### src/hw/rtl/srcs_pkg.sv
// Shared types and codes for the compressed-row sparse matrix store.
package srcs_pkg;

	localparam logic [2:0] ST_INSERTED    = 3'd0;
	localparam logic [2:0] ST_OVERWRITTEN = 3'd1;
	localparam logic [2:0] ST_ENTRY       = 3'd2;
	localparam logic [2:0] ST_EMPTY       = 3'd3;
	localparam logic [2:0] ST_BAD         = 3'd4;
	localparam logic [2:0] ST_FULL        = 3'd5;

	localparam logic OP_INSERT = 1'b0;
	localparam logic OP_READ   = 1'b1;

	localparam logic CFG_NUM_ROWS = 1'b0;
	localparam logic CFG_NUM_COLS = 1'b1;

	localparam logic [6:0] NUM_RESET = 7'd64;
	localparam int ENTRY_W = 38;

	typedef struct packed {
		logic               opcode;
		logic [5:0]         target_row;
		logic [5:0]         target_col;
		logic signed [31:0] new_value;
	} in_word_t;

	typedef struct packed {
		logic [2:0]         status;
		logic [5:0]         out_col;
		logic signed [31:0] out_value;
		logic               last;
	} out_word_t;

	typedef struct packed {
		logic [5:0]  col;
		logic [31:0] value;
	} entry_t;

	typedef struct packed {
		logic       load;
		logic       clr;
		logic       rd_lo;
		logic       rd_hi;
		logic       cap_lo;
		logic       cap_hi;
		logic       clamp;
		logic       ent_rd;
		logic       pos_inc;
		logic       ovr_wr;
		logic       sh_start;
		logic       sh_step;
		logic       new_wr;
		logic       pu_start;
		logic       pu_step;
		logic       emit;
		logic       emit_ent;
		logic [2:0] code;
	} cmd_t;

	typedef struct packed {
		logic opcode;
		logic row_bad;
		logic col_bad;
		logic clr_done;
		logic empty;
		logic pos_lt_end;
		logic col_lt;
		logic col_eq;
		logic full;
		logic cnt_gt_pos;
		logic k_gt_pos;
		logic pu_done;
		logic out_free;
		logic ent_last;
	} stat_t;

endpackage

### src/hw/rtl/srcs_ctrl.sv
// Sequencer taking each word via lookup, scan, shift, pointer update or read.
module srcs_ctrl (
	input  logic           clk,
	input  logic           arst_n,
	input  logic           in_valid,
	output logic           in_ready,
	input  srcs_pkg::stat_t st,
	output srcs_pkg::cmd_t  cmd
);
	typedef enum logic [4:0] {
		S_CLR, S_IDLE, S_P0, S_P1, S_P2, S_P3, S_DISP,
		S_SC_ISSUE, S_SC_CHK, S_NOTF, S_SH_START, S_SH_RUN, S_NEW,
		S_PU_START, S_PU_RUN, S_RD_ISSUE, S_RD_EMIT, S_RESP
	} state_t;

	state_t     state_q;
	logic [2:0] code_q;

	assign in_ready = (state_q == S_IDLE);

	always_comb begin
		cmd = '0;
		cmd.code = code_q;
		case (state_q)
			S_CLR:      cmd.clr = 1'b1;
			S_IDLE:     cmd.load = in_valid;
			S_P0:       cmd.rd_lo = !st.row_bad;
			S_P1: begin
				cmd.rd_hi  = 1'b1;
				cmd.cap_lo = 1'b1;
			end
			S_P2:       cmd.cap_hi = 1'b1;
			S_P3:       cmd.clamp = 1'b1;
			S_SC_ISSUE: cmd.ent_rd = st.pos_lt_end;
			S_SC_CHK: begin
				cmd.pos_inc = st.col_lt;
				cmd.ovr_wr  = st.col_eq;
			end
			S_SH_START: cmd.sh_start = 1'b1;
			S_SH_RUN:   cmd.sh_step = 1'b1;
			S_NEW:      cmd.new_wr = 1'b1;
			S_PU_START: cmd.pu_start = 1'b1;
			S_PU_RUN:   cmd.pu_step = 1'b1;
			S_RD_ISSUE: cmd.ent_rd = 1'b1;
			S_RD_EMIT: begin
				cmd.emit     = st.out_free;
				cmd.emit_ent = 1'b1;
				cmd.pos_inc  = st.out_free;
			end
			S_RESP:     cmd.emit = st.out_free;
			default:    cmd = '0;
		endcase
	end

	always_ff @(posedge clk or negedge arst_n) begin
		if (!arst_n) begin
			state_q <= S_CLR;
			code_q  <= srcs_pkg::ST_BAD;
		end else begin
			case (state_q)
				S_CLR:  if (st.clr_done) state_q <= S_IDLE;
				S_IDLE: if (in_valid) state_q <= S_P0;
				S_P0: begin
					if (st.row_bad) begin
						code_q  <= srcs_pkg::ST_BAD;
						state_q <= S_RESP;
					end else begin
						state_q <= S_P1;
					end
				end
				S_P1: state_q <= S_P2;
				S_P2: state_q <= S_P3;
				S_P3: state_q <= S_DISP;
				S_DISP: begin
					if (st.opcode == srcs_pkg::OP_READ) begin
						if (st.empty) begin
							code_q  <= srcs_pkg::ST_EMPTY;
							state_q <= S_RESP;
						end else begin
							state_q <= S_RD_ISSUE;
						end
					end else if (st.col_bad) begin
						code_q  <= srcs_pkg::ST_BAD;
						state_q <= S_RESP;
					end else begin
						state_q <= S_SC_ISSUE;
					end
				end
				S_SC_ISSUE: state_q <= st.pos_lt_end ? S_SC_CHK : S_NOTF;
				S_SC_CHK: begin
					if (st.col_lt) begin
						state_q <= S_SC_ISSUE;
					end else if (st.col_eq) begin
						code_q  <= srcs_pkg::ST_OVERWRITTEN;
						state_q <= S_RESP;
					end else begin
						state_q <= S_NOTF;
					end
				end
				S_NOTF: begin
					if (st.full) begin
						code_q  <= srcs_pkg::ST_FULL;
						state_q <= S_RESP;
					end else begin
						state_q <= st.cnt_gt_pos ? S_SH_START : S_NEW;
					end
				end
				S_SH_START: state_q <= S_SH_RUN;
				S_SH_RUN:   if (!st.k_gt_pos) state_q <= S_NEW;
				S_NEW:      state_q <= S_PU_START;
				S_PU_START: state_q <= S_PU_RUN;
				S_PU_RUN: begin
					if (st.pu_done) begin
						code_q  <= srcs_pkg::ST_INSERTED;
						state_q <= S_RESP;
					end
				end
				S_RD_ISSUE: state_q <= S_RD_EMIT;
				S_RD_EMIT: begin
					if (st.out_free) state_q <= st.ent_last ? S_IDLE : S_RD_ISSUE;
				end
				S_RESP: if (st.out_free) state_q <= S_IDLE;
				default: state_q <= S_IDLE;
			endcase
		end
	end
endmodule

### config.mk
export PLATFORM = sky130hd
export DESIGN_NAME = srcs_ctrl
export DESIGN_NICKNAME = d
export VERILOG_FILES = /design/src/hw/rtl/srcs_pkg.sv /design/src/hw/rtl/srcs_ctrl.sv
export SDC_FILE = /design/constraint.sdc
export NUM_CORES = 1
export LEC_CHECK = 0
export BUFFER_PORTS_ARGS = -buffer_cell sky130_fd_sc_hd__buf_2
export CELL_PAD_IN_SITES_DETAIL_PLACEMENT = 0
export CELL_PAD_IN_SITES_GLOBAL_PLACEMENT = 1
export CORE_UTILIZATION = 33
export CTS_CLUSTER_DIAMETER = 100
export DETAILED_ROUTE_END_ITERATION = 8
export PLACE_DENSITY_LB_ADDON = 0.1
export SYNTH_ARGS = -nofsm -noshare
export SYNTH_HDL_FRONTEND = slang
export SYNTH_SLANG_ARGS = --single-unit
### constraint.sdc
create_clock -name clk -period 2.22 [get_ports clk]
set_input_delay 0.333 -clock clk [delete_from_list [all_inputs] [get_ports clk]]
set_output_delay 0.333 -clock clk [all_outputs]
set_load 0.01 [all_outputs]
==> results.md <==
- Worst-case clock buffer depth: 2
- Nets: roughly 190
- Slew margin rel.: between 70% and 80%
- Startpoint Class: flop
- Met2 demand-to-capacity share in global routing: between 30 and 40%
- Combined area of the multi-input logic cells: ~660 µm²
- Area occupied by registers: between 200 and 250 µm²
- Reported leakage power: a little over 0.0006 µW
- Weighted congestion at the end of routability-driven global placement: slightly above 0.9
- Top area cells in the synthesized netlist: sky130_fd_sc_hd__dfrtp_1 19%, sky130_fd_sc_hd__nor2_1 6.4%, sky130_fd_sc_hd__and3_1 4.0%
- Endpoints failing setup: 0
- Post-synth EDFFs: 0
- Root cell of the clock tree: sky130_fd_sc_hd__clkbuf_4
- Antenna diode instance count: 0
- Post-route cell area: 1230 µm²
- Final hold viol count: 0
- Worst setup slack before clock tree synthesis: 0.281 ns
- Final max-slew violation count: 0
- RSZ-0062 raised after global routing: no
- Largest net degree at the start of global routing: 17
- Setup Skew: between 0.006 and 0.007 ns
- GRT overflow: 0
- Shortest period the worst path allows: 2.09 ns
- Share of Yosys cell area claimed by the top area cell type: around 19%
- Final core area utilization: about 45%
- DR vias/cell: roughly 5.7
- Remaining number of nets flagged by the antenna check after routing: 0
- Maximum achievable frequency: 479 MHz
- Count of vias placed by the detailed router: 1167
- Total negative slack for setup checks: 0 ns
- Crit Reg-Reg Startpoint: state_q[3]
- Via count of the first global-routing pass: between 1000 and 1500
- CTS tree: done
- Number of setup buffers added after CTS: 0
- Total cell area at the placement stage: between 1000 and 1500 µm²
- Layout cell share with drive strength beyond 1: 33.9%
- Number of clock sinks: 8
- Total clock buffers created by CTS: 3
- Critical path class: reg -> out
- R2R Setup Slk: around 0.26 ns
- Category of the worst setup path capture point: primary output
- Post-route fraction of the period consumed by the critical path: between 90% and 100%
- Nets in the synthesized netlist: between 100 and 150
- Die Height: ~55 µm
- Peak fanout along the critical path: 10
- First DRT Iteration DRCs: 30
- Number of flip-flops and latches in the synthesized netlist: 8
- Clock-pin slew of the registers on the worst-case setup and hold paths: ~0.060 ns
- Boundary Pins: 38
- Dominant register cell in the synthesized netlist: sky130_fd_sc_hd__dfrtp_1
- Worst Max-Slew Pin Slew: ~0.36 ns
- Mean routed wirelength per cell: approximately 15 µm
- Run status: finished clean
- Max cap viols: 0
- Die width: around 55 µm
- Gate Count Post-Synth: 132
- Min-delay worst type: in -> reg
- Detailed Routing Iterations Pass 1: 4
- Hpwl dp: roughly 2.5 mm
- First-pass GRT wire length: a little under 5 mm
- Cell area after technology mapping: between 900 and 1000 µm²
- Number of remaining DRC errors: 0
- Final wirelength: 3.13 mm
- Number of different library cells in the post-synthesis netlist: between 40 and 50
- Grt peak-use layer: met2
- H-tree lvl count: 1
- Share of synthesized area occupied by flip-flops and latches: 21.4%
- Initial core utilization: 34.5%
- Fillcell total: roughly 300
- Die footprint: ~3000 µm²
- Area growth, synth to finish: 30.6%
- Worst ir drop on vdd: between 0.5 and 0.6 mV
- Insertion delay to the later sink of the worst-skew pair: ~0.25 ns
- Cell taking the most area after synthesis: sky130_fd_sc_hd__dfrtp_1
- Rows: 19
- Port Buf Inserts: 37
- Req. time, crit path: ~1.9 ns
- Share of flip-flops with an asynchronous set or reset: 100%
- Number of synthesis warnings: 0
- Fraction of met3 tracks used by global routing: under 10%
- Setup ws final: around 0.13 ns
- Worst Path Arrival: around 1.8 ns
- Met1 Use GR: a little over a quarter
- Worst Setup SP: state_q[1]
- Power Dens Cells: about 900 nW/µm²
- Syn avg cell area: just over 7 µm²
- Total GRT Usage: 20.6%
- Area inside the core boundary: ~2700 µm²
- Worst min-delay path startpoint: st[1]
- Initial antenna violation count: 0
==> critical path: stages, from the launching register on <==
cell,delay (ns)
sky130_fd_sc_hd__dfrtp_1,0.48
sky130_fd_sc_hd__buf_4,0.22
sky130_fd_sc_hd__nand2b_2,0.21
sky130_fd_sc_hd__nor2_1,0.05
sky130_fd_sc_hd__o21ai_0,0.14
sky130_fd_sc_hd__nand3_1,0.15
sky130_fd_sc_hd__nor2_1,0.12
sky130_fd_sc_hd__buf_2,0.13
==> logic make-up after synthesis <==
kind of cell / synth area share [%]
buf+inv: 9.15
xor+xnor: 0.929
mux: 6.90
simple gates: 41.0
compound gates: 20.7
flops: 21.4
==> routing by layer <==
metal  vias up  routed length [µm]
met4         0                  23
met5         -                   0
li1        567                   -
met2        63                1480
met1       535                1420
met3         2                 195
==> synth_stat cells (all sizes together), types with 3 or more instances <==
cell	n
nor2	16
inv	8
nand2	8
dfrtp	7
nor3	7
o21ai	7
a21oi	6
and3	6
buf	6
nor2b	6
clkbuf	5
mux2	4
nand2b	4
nand3	4
nor4	4
nor3b	3
o22ai	3
==> report_power, final <==
group	internal [µW]	switching, µW	leakage [µW]
clock	68.8	49.6	0.0000150
combinational	328	425	0.000487
sequential	183	57.4	0.000105
==> state kept, by name, indices dropped and copies added (netlist names) <==
signal / flops
state_q: 5
code_q: 3
==> placed cells by master (no fill, tap or decap), drive strengths merged, types with 2 or more instances in the layout <==
| cell | instances |
|---|---|
| a211oi | 2 |
| a21oi | 6 |
| a221oi | 2 |
| and3 | 6 |
| buf | 48 |
| clkbuf | 4 |
| dfrtp | 7 |
| inv | 8 |
| mux2 | 4 |
| mux2i | 2 |
| nand2 | 8 |
| nand2b | 4 |
| nand3 | 4 |
| nand4b | 2 |
| nor2 | 16 |
| nor2b | 6 |
| nor3 | 7 |
| nor3b | 3 |
| nor4 | 4 |
| o211ai | 2 |
| o21ai | 7 |
| o22ai | 3 |
| o32ai | 2 |
| or3 | 2 |
| or3b | 2 |
==> worst paths after layout <==
path / to / cells after the start
max: cmd[2] / 7
min: state_q[4] / 2
max in group asynchronous: code_q[2] / 2
max reg2reg: state_q[2] / 5
min reg2reg: code_q[2] / 2
min in group asynchronous: state_q[1] / 2
==> per-stage QoR <==
| stage | std cells | power, µW | hold slack, ns |
|---|---|---|---|
| final | 205 | 1110 | 0.322 |
| after floorplan | 132 | 718 | 0.0374 |
| after global routing | 205 | 1200 | 0.310 |
| after CTS | 205 | 1100 | 0.315 |
| after global placement | 200 | 983 | 0.176 |
| after detailed placement | 200 | 982 | 0.180 |
==> what timing repair did <==
action / 4_1_cts / 5_1_grt
gates resized for setup: 0 / 1
hold buffers: 1 / 0
setup endpoints to repair: 0 / 3
hold endpoints to repair: 7 / 0
==> layout make-up <==
class | instances | area share [%]
Clock buffer | 4 | 2.13
Multi-Input combinational cell | 105 | 53.4
Inverter | 8 | 2.44
Sequential cell | 8 | 16.3
Timing Repair Buffer | 49 | 22.5
Tap cell | 31 | 3.15
Power figures use the tool's default switching activity.
